[config.mk]
export PLATFORM = sky130hd
export DESIGN_NAME = whole_word_term_penalty_scorer
export DESIGN_NICKNAME = d
export VERILOG_FILES = /design/src/rtl/wwtps_pkg.sv /design/src/rtl/whole_word_term_penalty_scorer.sv /design/src/rtl/wwtps_cell.sv /design/src/rtl/wwtps_score.sv
export SDC_FILE = /design/constraint.sdc
export NUM_CORES = 2
export LEC_CHECK = 0
export ABC_AREA = 1
export ABC_CLOCK_PERIOD_IN_PS = 8200
export BUFFER_PORTS_ARGS = -buffer_cell sky130_fd_sc_hd__buf_2
export CAP_MARGIN = 0
export CELL_PAD_IN_SITES_DETAIL_PLACEMENT = 2
export CELL_PAD_IN_SITES_GLOBAL_PLACEMENT = 2
export CORE_ASPECT_RATIO = 1.25
export CORE_MARGIN = 8
export CORE_UTILIZATION = 36
export CTS_CLUSTER_SIZE = 16
export DETAILED_ROUTE_END_ITERATION = 8
export PLACE_DENSITY = 0.87
export SETUP_SLACK_MARGIN = 0.15
export SLEW_MARGIN = 25
export SYNTH_ARGS = -nofsm -noshare
export SYNTH_HDL_FRONTEND = slang
export SYNTH_SLANG_ARGS = --single-unit
[constraint.sdc]
create_clock -name clk -period 8.2 [get_ports clk]
set_input_delay 2.05 -clock clk [delete_from_list [all_inputs] [get_ports clk]]
set_output_delay 2.05 -clock clk [all_outputs]
set_load 0.02 [all_outputs]
[src/rtl/wwtps_pkg.sv]
// ----------------------------------------------------------------------------
// wwtps_pkg
// Shared constants, types and byte helpers for the whole-word term scorer.
// ----------------------------------------------------------------------------
package wwtps_pkg;

  localparam int NUM_TERMS  = 4;
  localparam int TERM_LEN   = 8;
  localparam int HIST_DEPTH = TERM_LEN + 1;
  localparam int LEN_W      = 4;
  localparam int CNT_W      = 3;
  localparam int SEL_W      = $clog2(TERM_LEN);
  localparam int CFG_IDX_W  = 3;
  localparam int CFG_DATA_W = 64;
  localparam int SCORE_W    = 32;
  localparam int ADJ_W      = 31;

  localparam logic [CFG_IDX_W-1:0] REG_TERM_CHARS_0 = 3'd0;
  localparam logic [CFG_IDX_W-1:0] REG_TERM_CHARS_1 = 3'd1;
  localparam logic [CFG_IDX_W-1:0] REG_TERM_CHARS_2 = 3'd2;
  localparam logic [CFG_IDX_W-1:0] REG_TERM_CHARS_3 = 3'd3;
  localparam logic [CFG_IDX_W-1:0] REG_TERM_LENGTHS = 3'd4;
  localparam logic [CFG_IDX_W-1:0] REG_TERM_COUNT   = 3'd5;
  localparam logic [CFG_IDX_W-1:0] REG_PENALTY_STEP = 3'd6;
  localparam logic [CFG_IDX_W-1:0] REG_GATE_CEILING = 3'd7;

  localparam logic [SCORE_W-1:0] GATE_CEILING_RST = 32'h0001_0000;

  typedef logic [TERM_LEN-1:0][7:0]   term_t;
  typedef logic [NUM_TERMS-1:0][7:0]  want_t;

  // per-cell status toward the match logic
  typedef struct packed {
    logic                 occ_cur;
    logic                 occ_nxt;
    logic                 word_cur;
    logic                 word_nxt;
    logic [NUM_TERMS-1:0] eq_cur;
    logic [NUM_TERMS-1:0] eq_nxt;
  } cell_stat_t;

  // end-of-text request toward the score stage
  typedef struct packed {
    logic [CNT_W-1:0]   missing;
    logic [SCORE_W-1:0] fused;
    logic               gate;
  } score_req_t;

  function automatic logic [7:0] lower_byte(input logic [7:0] c);
    logic [7:0] r;
    r = c;
    if (c >= 8'h41 && c <= 8'h5a) r = c + 8'd32;
    return r;
  endfunction

  function automatic logic is_word_byte(input logic [7:0] c);
    return (c >= 8'h30 && c <= 8'h39) || (c >= 8'h61 && c <= 8'h7a) ||
           (c >= 8'h41 && c <= 8'h5a) || (c == 8'h5f);
  endfunction

  function automatic term_t lower_term(input logic [CFG_DATA_W-1:0] v);
    term_t r;
    for (int k = 0; k < TERM_LEN; k++) r[k] = lower_byte(v[8*k +: 8]);
    return r;
  endfunction

endpackage

[src/rtl/whole_word_term_penalty_scorer.sv]
// ----------------------------------------------------------------------------
// whole_word_term_penalty_scorer
// Streams text bytes through a row of history cells, flags whole-word,
// case-insensitive term hits and scores each text at its end.
// ----------------------------------------------------------------------------
//  channel | ports                                        | direction
//  --------+----------------------------------------------+----------
//  in      | in_valid, in_stall, text/valid/end/score/gate | request in
//  out     | out_valid, out_stall, adjusted_score, missing | result out
//  cfg     | cfg_we, cfg_index, cfg_wdata                  | write only
//
// One byte accepted per cycle while in_stall is low. A text's end request
// passes the term flags register, then the penalty/clamp output register.
// in_stall rises only when both score registers are full and out is stalled.
// Synchronous active-low reset clears history and flags, and resets config.
// ----------------------------------------------------------------------------
module whole_word_term_penalty_scorer (
  input  logic                                 clk,
  input  logic                                 rst_n,
  input  logic                                 in_valid,
  output logic                                 in_stall,
  input  logic [7:0]                           in_text_char,
  input  logic                                 in_char_valid,
  input  logic                                 in_end_of_text,
  input  logic signed [wwtps_pkg::SCORE_W-1:0] in_fused_score,
  input  logic                                 in_gate_failed,
  output logic                                 out_valid,
  input  logic                                 out_stall,
  output logic [wwtps_pkg::ADJ_W-1:0]          out_adjusted_score,
  output logic [wwtps_pkg::CNT_W-1:0]          out_missing_terms,
  input  logic                                 cfg_we,
  input  logic [wwtps_pkg::CFG_IDX_W-1:0]      cfg_index,
  input  logic [wwtps_pkg::CFG_DATA_W-1:0]     cfg_wdata
);
  import wwtps_pkg::*;

  // configuration
  term_t              term_r [NUM_TERMS];
  logic [LEN_W-1:0]   len_r  [NUM_TERMS];
  logic [CNT_W-1:0]   count_r;
  logic [SCORE_W-1:0] penalty_r;
  logic [SCORE_W-1:0] ceiling_r;

  always_ff @(posedge clk) begin
    if (!rst_n) begin
      for (int t = 0; t < NUM_TERMS; t++) begin
        term_r[t] <= '0;
        len_r[t]  <= '0;
      end
      count_r   <= '0;
      penalty_r <= '0;
      ceiling_r <= GATE_CEILING_RST;
    end else if (cfg_we) begin
      unique case (cfg_index)
        REG_TERM_CHARS_0: term_r[0] <= lower_term(cfg_wdata);
        REG_TERM_CHARS_1: term_r[1] <= lower_term(cfg_wdata);
        REG_TERM_CHARS_2: term_r[2] <= lower_term(cfg_wdata);
        REG_TERM_CHARS_3: term_r[3] <= lower_term(cfg_wdata);
        REG_TERM_LENGTHS: begin
          for (int t = 0; t < NUM_TERMS; t++) begin
            len_r[t] <= (cfg_wdata[LEN_W*t +: LEN_W] > LEN_W'(TERM_LEN)) ?
                        LEN_W'(TERM_LEN) : cfg_wdata[LEN_W*t +: LEN_W];
          end
        end
        REG_TERM_COUNT: begin
          count_r <= (cfg_wdata[CNT_W-1:0] > CNT_W'(NUM_TERMS)) ?
                     CNT_W'(NUM_TERMS) : cfg_wdata[CNT_W-1:0];
        end
        REG_PENALTY_STEP: penalty_r <= cfg_wdata[SCORE_W-1:0];
        REG_GATE_CEILING: ceiling_r <= cfg_wdata[SCORE_W-1:0];
        default: ;
      endcase
    end
  end

  // handshake
  logic       a_valid_r;
  score_req_t a_req_r;
  logic       b_ready;
  logic       acc;
  logic       shift;
  logic       clear;
  logic [7:0] lc;
  logic       lc_word;

  assign in_stall = a_valid_r && !b_ready;
  assign acc      = in_valid && !in_stall;
  assign lc       = lower_byte(in_text_char);
  assign lc_word  = is_word_byte(lc);
  assign shift    = acc && in_char_valid;
  assign clear    = acc && in_end_of_text;

  // cell row
  logic [7:0]  byte_chain [HIST_DEPTH+1];
  logic        occ_chain  [HIST_DEPTH+1];
  want_t       want       [HIST_DEPTH];
  cell_stat_t  stat       [HIST_DEPTH];

  assign byte_chain[0] = lc;
  assign occ_chain[0]  = 1'b1;

  // wanted byte at position i for term t is term char (len - 1 - i)
  always_comb begin
    logic [LEN_W-1:0] sel;
    for (int i = 0; i < HIST_DEPTH; i++) begin
      for (int t = 0; t < NUM_TERMS; t++) begin
        sel = LEN_W'(len_r[t] - LEN_W'(1) - LEN_W'(i));
        want[i][t] = term_r[t][sel[SEL_W-1:0]];
      end
    end
  end

  for (genvar i = 0; i < HIST_DEPTH; i++) begin : g_cell
    wwtps_cell u_cell (
      .clk      (clk),
      .rst_n    (rst_n),
      .shift    (shift),
      .clear    (clear),
      .byte_in  (byte_chain[i]),
      .occ_in   (occ_chain[i]),
      .want     (want[i]),
      .byte_out (byte_chain[i+1]),
      .occ_out  (occ_chain[i+1]),
      .stat     (stat[i])
    );
  end

  // hits on the current history and on the history after this byte
  logic [NUM_TERMS-1:0] hit_pre;
  logic [NUM_TERMS-1:0] hit_post;
  logic [NUM_TERMS-1:0] found_r;
  logic [NUM_TERMS-1:0] found_all;
  logic [CNT_W-1:0]     missing;

  always_comb begin
    logic [LEN_W-1:0] l;
    logic [LEN_W-1:0] lm1;
    for (int t = 0; t < NUM_TERMS; t++) begin
      l   = len_r[t];
      lm1 = LEN_W'(l - LEN_W'(1));
      hit_pre[t]  = 1'b0;
      hit_post[t] = 1'b0;
      if (l != '0) begin
        hit_pre[t]  = stat[lm1].occ_cur && !stat[l].word_cur;
        hit_post[t] = stat[lm1].occ_nxt && !stat[l].word_nxt;
        for (int i = 0; i < TERM_LEN; i++) begin
          if (LEN_W'(i) < l) begin
            if (!stat[i].eq_cur[t]) hit_pre[t]  = 1'b0;
            if (!stat[i].eq_nxt[t]) hit_post[t] = 1'b0;
          end
        end
      end
    end
  end

  always_comb begin
    found_all = found_r | hit_post;
    if (in_char_valid && !lc_word) found_all = found_all | hit_pre;
    missing = '0;
    for (int t = 0; t < NUM_TERMS; t++) begin
      if (CNT_W'(t) < count_r && len_r[t] != '0 && !found_all[t]) begin
        missing = missing + CNT_W'(1);
      end
    end
  end

  always_ff @(posedge clk) begin
    if (!rst_n || clear) begin
      found_r <= '0;
    end else if (shift && !lc_word) begin
      found_r <= found_r | hit_pre;
    end
  end

  // term-flag stage
  always_ff @(posedge clk) begin
    if (!rst_n) begin
      a_valid_r <= 1'b0;
    end else if (clear) begin
      a_valid_r <= 1'b1;
    end else if (b_ready) begin
      a_valid_r <= 1'b0;
    end
  end

  always_ff @(posedge clk) begin
    if (clear) begin
      a_req_r.missing <= missing;
      a_req_r.fused   <= in_fused_score;
      a_req_r.gate    <= in_gate_failed;
    end
  end

  wwtps_score u_score (
    .clk                (clk),
    .rst_n              (rst_n),
    .req_valid          (a_valid_r),
    .req                (a_req_r),
    .penalty_step       (penalty_r),
    .gate_ceiling       (ceiling_r),
    .req_ready          (b_ready),
    .out_valid          (out_valid),
    .out_stall          (out_stall),
    .out_adjusted_score (out_adjusted_score),
    .out_missing_terms  (out_missing_terms)
  );

endmodule

[src/rtl/wwtps_cell.sv]
// ----------------------------------------------------------------------------
// wwtps_cell
// One history position: holds a lower-cased byte and an occupied flag,
// shifts toward older positions and compares against the wanted bytes.
// ----------------------------------------------------------------------------
module wwtps_cell (
  input  logic                  clk,
  input  logic                  rst_n,
  input  logic                  shift,
  input  logic                  clear,
  input  logic [7:0]            byte_in,
  input  logic                  occ_in,
  input  wwtps_pkg::want_t      want,
  output logic [7:0]            byte_out,
  output logic                  occ_out,
  output wwtps_pkg::cell_stat_t stat
);
  import wwtps_pkg::*;

  logic [7:0] byte_r;
  logic [7:0] byte_nxt;
  logic       occ_r;
  logic       occ_nxt;

  assign byte_nxt = shift ? byte_in : byte_r;
  assign occ_nxt  = shift ? occ_in  : occ_r;

  always_ff @(posedge clk) begin
    if (!rst_n || clear) begin
      byte_r <= '0;
      occ_r  <= 1'b0;
    end else begin
      byte_r <= byte_nxt;
      occ_r  <= occ_nxt;
    end
  end

  always_comb begin
    stat.occ_cur  = occ_r;
    stat.occ_nxt  = occ_nxt;
    stat.word_cur = is_word_byte(byte_r);
    stat.word_nxt = is_word_byte(byte_nxt);
    for (int t = 0; t < NUM_TERMS; t++) begin
      stat.eq_cur[t] = (byte_r == want[t]);
      stat.eq_nxt[t] = (byte_nxt == want[t]);
    end
  end

  assign byte_out = byte_r;
  assign occ_out  = occ_r;

endmodule

[src/rtl/wwtps_score.sv]
// ----------------------------------------------------------------------------
// wwtps_score
// Output stage: applies the missing-term penalty, floors at zero, applies
// the gate ceiling when the gate failed and holds the result until taken.
// ----------------------------------------------------------------------------
module wwtps_score (
  input  logic                                clk,
  input  logic                                rst_n,
  input  logic                                req_valid,
  input  wwtps_pkg::score_req_t               req,
  input  logic [wwtps_pkg::SCORE_W-1:0]       penalty_step,
  input  logic [wwtps_pkg::SCORE_W-1:0]       gate_ceiling,
  output logic                                req_ready,
  output logic                                out_valid,
  input  logic                                out_stall,
  output logic [wwtps_pkg::ADJ_W-1:0]         out_adjusted_score,
  output logic [wwtps_pkg::CNT_W-1:0]         out_missing_terms
);
  import wwtps_pkg::*;

  logic               valid_r;
  logic [ADJ_W-1:0]   score_r;
  logic [CNT_W-1:0]   missing_r;
  logic [33:0]        p4;
  logic [33:0]        p2;
  logic [33:0]        p1;
  logic [34:0]        prod;
  logic [35:0]        diff;
  logic [ADJ_W-1:0]   floored;
  logic [ADJ_W-1:0]   score_nxt;
  logic               load;

  assign req_ready = !valid_r || !out_stall;
  assign load      = req_valid && req_ready;

  always_comb begin
    p4   = req.missing[2] ? {penalty_step, 2'b00} : '0;
    p2   = req.missing[1] ? {1'b0, penalty_step, 1'b0} : '0;
    p1   = req.missing[0] ? {2'b00, penalty_step} : '0;
    prod = 35'(p4) + 35'(p2) + 35'(p1);
    diff = {{4{req.fused[SCORE_W-1]}}, req.fused} - {1'b0, prod};
    floored = diff[35] ? '0 : diff[ADJ_W-1:0];
    score_nxt = floored;
    if (req.gate && ({1'b0, floored} > gate_ceiling)) score_nxt = gate_ceiling[ADJ_W-1:0];
  end

  always_ff @(posedge clk) begin
    if (!rst_n) begin
      valid_r <= 1'b0;
    end else if (load) begin
      valid_r <= 1'b1;
    end else if (!out_stall) begin
      valid_r <= 1'b0;
    end
  end

  always_ff @(posedge clk) begin
    if (load) begin
      score_r   <= score_nxt;
      missing_r <= req.missing;
    end
  end

  assign out_valid          = valid_r;
  assign out_adjusted_score = score_r;
  assign out_missing_terms  = missing_r;

endmodule
* Word-level counts from Yosys, hierarchy flattened
Memories as Yosys holds them, arrays and structs flattened.
Cells that the tools add are included.
** Storage, ports and cells
- Register bits after elaboration :: 224
- Bits in writable memories :: 272
- Output and inout port bits :: 36
- Word-level logic and storage cells :: 1005
- Memories :: 2
** Memory list
- term_r :: depth 4, width 64, rd ports 4, clocked after Yosys merged registers in 0, write ports 4, line whole_word_term_penalty_scorer.sv:38 : term_t term_r [NUM_TERMS];
- len_r :: depth 4, width 4, rd ports 4, clocked after Yosys merged registers in 0, write ports 4, line whole_word_term_penalty_scorer.sv:39 : logic [LEN_W-1:0] len_r [NUM_TERMS];
** Operators by class
- Add/subtract/negate cells :: 51
- Order comparisons :: 218
- Equality and inequality tests :: 99
- Mux-type cells :: 411
- Bitwise gates (word level) :: 19
- Reduce and logical (&&, ||, !) cells :: 176
** Operators with widths (number)
- 8-bit two-way mux :: 150
- 8-bit binary-select mux with 3-bit select :: 36
- 8-bit equality test :: 72
- 12-bit binary-select mux with 4-bit select :: 8
- 8-bit by 7-bit greater-or-equal comparator with 1-bit output, second input constant :: 47
- 8-bit by 7-bit <= comparator with 1-bit output, second input constant :: 47
- 64-bit two-way mux :: 4
- 1-bit two-way mux :: 179
- 8-bit by 7-bit equality test with 1-bit output, second input constant :: 19
- 8-bit by 6-bit greater-or-equal comparator with 1-bit output, second input constant :: 19
- 8-bit by 6-bit <= comparator with 1-bit output, second input constant :: 19
- 3-bit by 4-bit < comparator with 1-bit output, second input constant :: 36
- 12-bit two-way mux :: 8
- 1-bit logical AND :: 90
- 10-bit two-way mux :: 8
- 8-bit by 6-bit adder with 8-bit output, second input constant :: 9
- 3-bit by 4-bit < comparator with 1-bit output, first input constant :: 16
- 31-bit two-way mux :: 2
- 1-bit logical OR :: 59
- 3-bit subtractor, second input constant :: 16
- 5-bit greater-or-equal comparator, second input constant :: 8
- 4-bit NOT with 5-bit output :: 8
- 4-bit two-way mux :: 9
- 36-bit by 35-bit subtractor with 36-bit output :: 1
- 28 further kinds :: 104

* Longest topological paths before layout
- Depth in word-level cells :: 48
- Depth in mapped cells :: 41

* By module
From an unflattened synthesis, not the netlist that was laid out.
** Second synthesis, totals
- Cells, all modules :: 7553
- Area total of the unflattened synthesis :: 47646.9 µm²
** Modules (own cells, without submodules)
- whole_word_term_penalty_scorer :: times used 1, cells each 3440, area each 24915.1 µm², sequential area each 10690.3 µm²
- wwtps_cell :: times used 9, cells each 308, area each 1619.1 µm², sequential area each 180.2 µm²
- wwtps_score :: times used 1, cells each 1341, area each 8160.3 µm², sequential area each 1041.0 µm²

* Worst setup path before layout
OpenSTA, ideal clock, no wires.
- Path type :: reg2reg
- From :: reg a_req_r[33] (netlist bit)
- To :: reg u_score.score_r[0], in the netlist u_score.out_adjusted_score[0], data pin
- Setup time :: 254 ps
- Arrival time :: 6445 ps
- Data required time :: 7946 ps
- Slack :: 1501 ps
- Cell stages (with the launch flop) :: 40
- Path buffers :: 3
- Path through :: edfxtp_1 clkbuf_1 nand2_1 fa_1 inv_1 ha_1 fa_1 nand3_1 nand2_1 a21oi_1 inv_1 a21oi_1 o21ai_0 a21oi_1 xor2_1 ha_1 a21oi_1 o21ai_0 [4 not listed] o21ai_0 or2_2 nand2_1 buf_2 nor2_1 ha_1 nand4_1 nor3_1 inv_1 nor3_1 nand2_1 o31ai_1 inv_1 nand2_1 inv_1 clkbuf_1 nand2_1 nand2_1
** On the way
- Cells in the longest elaborated chain, start to end :: 7
** Ends and longest elaborated chain
- start, declared :: line whole_word_term_penalty_scorer.sv:78 : score_req_t a_req_r;
- 32-bit two-way mux (*) :: line wwtps_score.sv:39 : p1 = req.missing[0] ? {2'b00, penalty_step} : '0;
- 35-bit by 34-bit adder with 35-bit output (*) :: line wwtps_score.sv:40 : prod = 35'(p4) + 35'(p2) + 35'(p1);
- 36-bit by 35-bit subtractor with 36-bit output (*) :: line wwtps_score.sv:41 : diff = {{4{req.fused[SCORE_W-1]}}, req.fused} - {1'b0, prod};
- 31-bit two-way mux (*) :: line wwtps_score.sv:42 : floored = diff[35] ? '0 : diff[ADJ_W-1:0];
- 31-bit by 32-bit greater-than comparator with 1-bit output :: line wwtps_score.sv:44 : if (req.gate && ({1'b0, floored} > gate_ceiling)) score_nxt = gate_ceiling[ADJ_W-1:0];
- 1-bit logical AND :: line wwtps_score.sv:44
- 31-bit two-way mux (*) :: line wwtps_score.sv:44
- net u_score.score_nxt[0] :: line wwtps_score.sv:30 : logic [ADJ_W-1:0] score_nxt;
- end signal, assigned :: line wwtps_score.sv:59 : score_r <= score_nxt;
- end, declared :: line wwtps_score.sv:22 : logic [ADJ_W-1:0] score_r;
The timed path passes the listed nets; every way through them passes the cells marked *.
A chain may end at the register's enable or synchronous reset.

==> run metrics <==
I/O pin total=151; largest net degree at the start of global routing=80; slowest cell delay on critical path=0.86 ns; Worst-Margin Slew=1.28 ns; Rows=145; Worst setup EP type=flop; Starting Density=36.2%; clock-pin transition on the worst setup and hold timing paths=approximately 0.080 ns; clk buf depth=3; Post-synth ARST share=0%; Die Area=137000 um^2; Die Wd=approximately 330 um; Worst Hold Class=reg2reg; P per Cell Area=210 nW/um^2; drt first pass iters=6; wirelength, routed=about 330 mm; CORE AREA=125000 um^2; post-place setup slack=-0.0547 ns; All-Layer GR Usage=45.2%; Avg Cell Area, Syn=about 6.4 um^2; Critical Path RT=around 8.5 ns; Die Span Y=412 um; Layout area overhead=11.8%; post-route cell area=between 50000 and 60000 um^2; Setup-failing EPs final=0; total clock buffers created by CTS=60; gpl congestion=1.08; synthesized flop and latch total=a little under 500; hpwl dp=247 mm; Post-CTS Hold Fix Bufs=0; Lkg Pwr=0.0232 uW; Setup CP Type=reg2reg; EDFF count, synth=342; routed via count=roughly 56000; main flop type after synthesis=edfxtp_1; Antenna Nets Post-Route=0; ratio of cells with drive above 1 in the final layout=9.27%; Final Skew=0.0446 ns; synth warn=0; Syn Nets=roughly 7300; setup_tns=0 ns; Overflow after GRT=0; distinct cell type count after synthesis=69; CTS sink count=496; vias in the first global route=57800; initial antenna violation count=23; unrepaired setup endpoints after global routing=no; worst vdd ir=0.192 mV; CTS tree=yes; final net count=between 7000 and 8000; maximum clock frequency=0.126 GHz; H-tree Lvls=2; Slew HR=13.6%; Root Driver=clkbuf_16; Final period util=between 90% and 100%; crit start category=flop; via density per instance=6.35; CP Data Arrival Time=8.31 ns; most frequent CP cell=nand2_1; Layout fillers=15200; status=finished, final reports clean; latest clock arrival within the worst-skew pair=around 0.74 ns; Area after DPL=48000 um^2; post-synthesis cell count=~7100; Slew Viols, Final=0; drt drc=0; global-route wire length before repair=between 400 and 500 mm; drt initial violations=6527; number of hold violations in the final report=0; fin crit period=7.96 ns; max cap viols=0; crit path max fanout=18; Post-Syn Area=45100 um^2; port buffer count=150; Slowest-stage cell, CP=edfxtp_1; sequential area share after synthesis=just under 30%; drt wl/cell=37.0 um; worst setup margin=0.236 ns
==> critical path: cells and delay by family (launching register included) <==
family	cells	cell delay, ns
simple gates	20	3.99
buf+inv	4	1.11
flops	1	0.86
compound gates	1	0.75
fa+ha+maj	2	0.77
==> Yosys cell counts (36+ instances only) <==
cell type / n / area (um^2)
nand2_1: 2433 / 9130
nor2_1: 691 / 2590
inv_1: 626 / 2350
o21ai_0: 602 / 3010
nand3_1: 569 / 2850
edfxtp_1: 342 / 10300
xor2_1: 270 / 2360
a21oi_1: 236 / 1180
dfxtp_1: 154 / 3080
clkbuf_1: 131 / 492
ha_1: 129 / 1610
o21ai_1: 107 / 536
buf_2: 106 / 531
nand4_1: 102 / 638
nor3_1: 64 / 320
or2_2: 45 / 282
xnor2_1: 41 / 359
nand2_2: 39 / 244
o21ai_2: 39 / 342
buf_4: 36 / 270
==> power by group <==
group | leakage [uW] | switching (uW) | internal (uW)
logic | 0.0176 | 3340 | 1050
clock network | 0.00106 | 1430 | 1780
registers | 0.00454 | 151 | 2820
==> metal layers <==
metal / GRT usage, % / part of all wire (%) / up-vias
li1: - / - / 23200
met1: 48.5 / 35 / 28100
met2: 70.7 / 43 / 3549
met3: 13.6 / 9.9 / 1407
met4: 43.2 / 12 / 14
met5: 0 / 0.025 / -
==> area by class of cell <==
class | count | area, um^2 | share of cell area (%)
sequential | 496 | 13400 | 26.5
inverter | 663 | 2500 | 4.96
timing repair buffer | 357 | 2440 | 4.84
clock buffer | 68 | 1540 | 3.06
multi-input combinational | 5585 | 27800 | 55.2
antenna | 32 | 80.1 | 0.159
clock inverter | 45 | 658 | 1.30
tap | 1617 | 2020 | 4.01
==> kinds of logic (layout without fill, tap and decap cells) <==
family | Yosys count | after routing | share of synthesized area, %
AOI/OAI and AO/OA | 1118 | 1118 | 13.6
xor gates and xnor gates | 317 | 317 | 6.31
adders and majority gates | 161 | 161 | 5.00
buffers and inverters | 973 | 1133 | 9.07
DFF | 496 | 496 | 29.6
muxes | 10 | 10 | 0.222
other | 0 | 32 | 0
and+or+nand+nor | 3979 | 3979 | 36.2
==> layout by cell type (no fill, tap or decap), types with 10 or more instances in the layout <==
cell	count
a21oi_1	229
a31oi_1	13
buf_12	10
buf_2	150
buf_4	194
bufinv_16	13
clkbuf_16	60
clkinv_1	20
clkinv_2	11
dfxtp_1	154
diode_2	32
edfxtp_1	342
fa_1	32
ha_1	129
inv_1	622
inv_2	20
mux2i_1	10
nand2_1	2424
nand2_2	48
nand3_1	565
nand4_1	102
nor2_1	687
nor3_1	63
o211ai_1	33
o21a_1	14
o21ai_0	563
o21ai_1	136
o21ai_2	47
o22ai_1	18
or2_2	45
xnor2_1	41
xor2_1	269
==> worst paths after layout <==
| path | startpoint | endpoint | slack, ns | cells after the start |
|---|---|---|---|---|
| setup reg to reg | len_r[2][1] | a_req_r[35] | 0.24 | 27 |
| hold / removal | found_r[0] | found_r[0] | 0.48 | 2 |
| hold reg to reg | found_r[0] | found_r[0] | 0.48 | 2 |
| setup / recovery | len_r[2][1] | a_req_r[35] | 0.24 | 27 |
==> state kept, by name, indices dropped and copies added (netlist names) <==
signal	cells
a_req_r	36
a_valid_r	1
ceiling_r	32
count_r	3
found_r	4
g_cell.u_cell.byte_out	72
g_cell.u_cell.occ_out	9
len_r	16
penalty_r	32
term_r	256
u_score.out_adjusted_score	31
u_score.out_missing_terms	3
u_score.out_valid	1
==> stage by stage <==
step           total power [uW]  hold WS [ns]  utilization, %  std cells
6_report                  10600         0.478            40.5       8863
5_1_grt                   10700         0.490            40.4       8842
4_1_cts                   10300         0.468            40.3       8828
3_5_place_dp               7040         0.450            38.5       8712
3_3_place_gp               6860         0.444            38.5       8712
2_1_floorplan              5190         0.430               -       7054
==> what timing repair did <==
| action | CTS | global route |
|---|---|---|
| hold endpoints to repair | 0 | 0 |
| resized for setup | 5 | 14 |
| setup endpoints to repair | 31 | 31 |
| pin swaps | 0 | 0 |
| buffers inserted | 3 | 1 |
(Power assumes the default switching activity.)
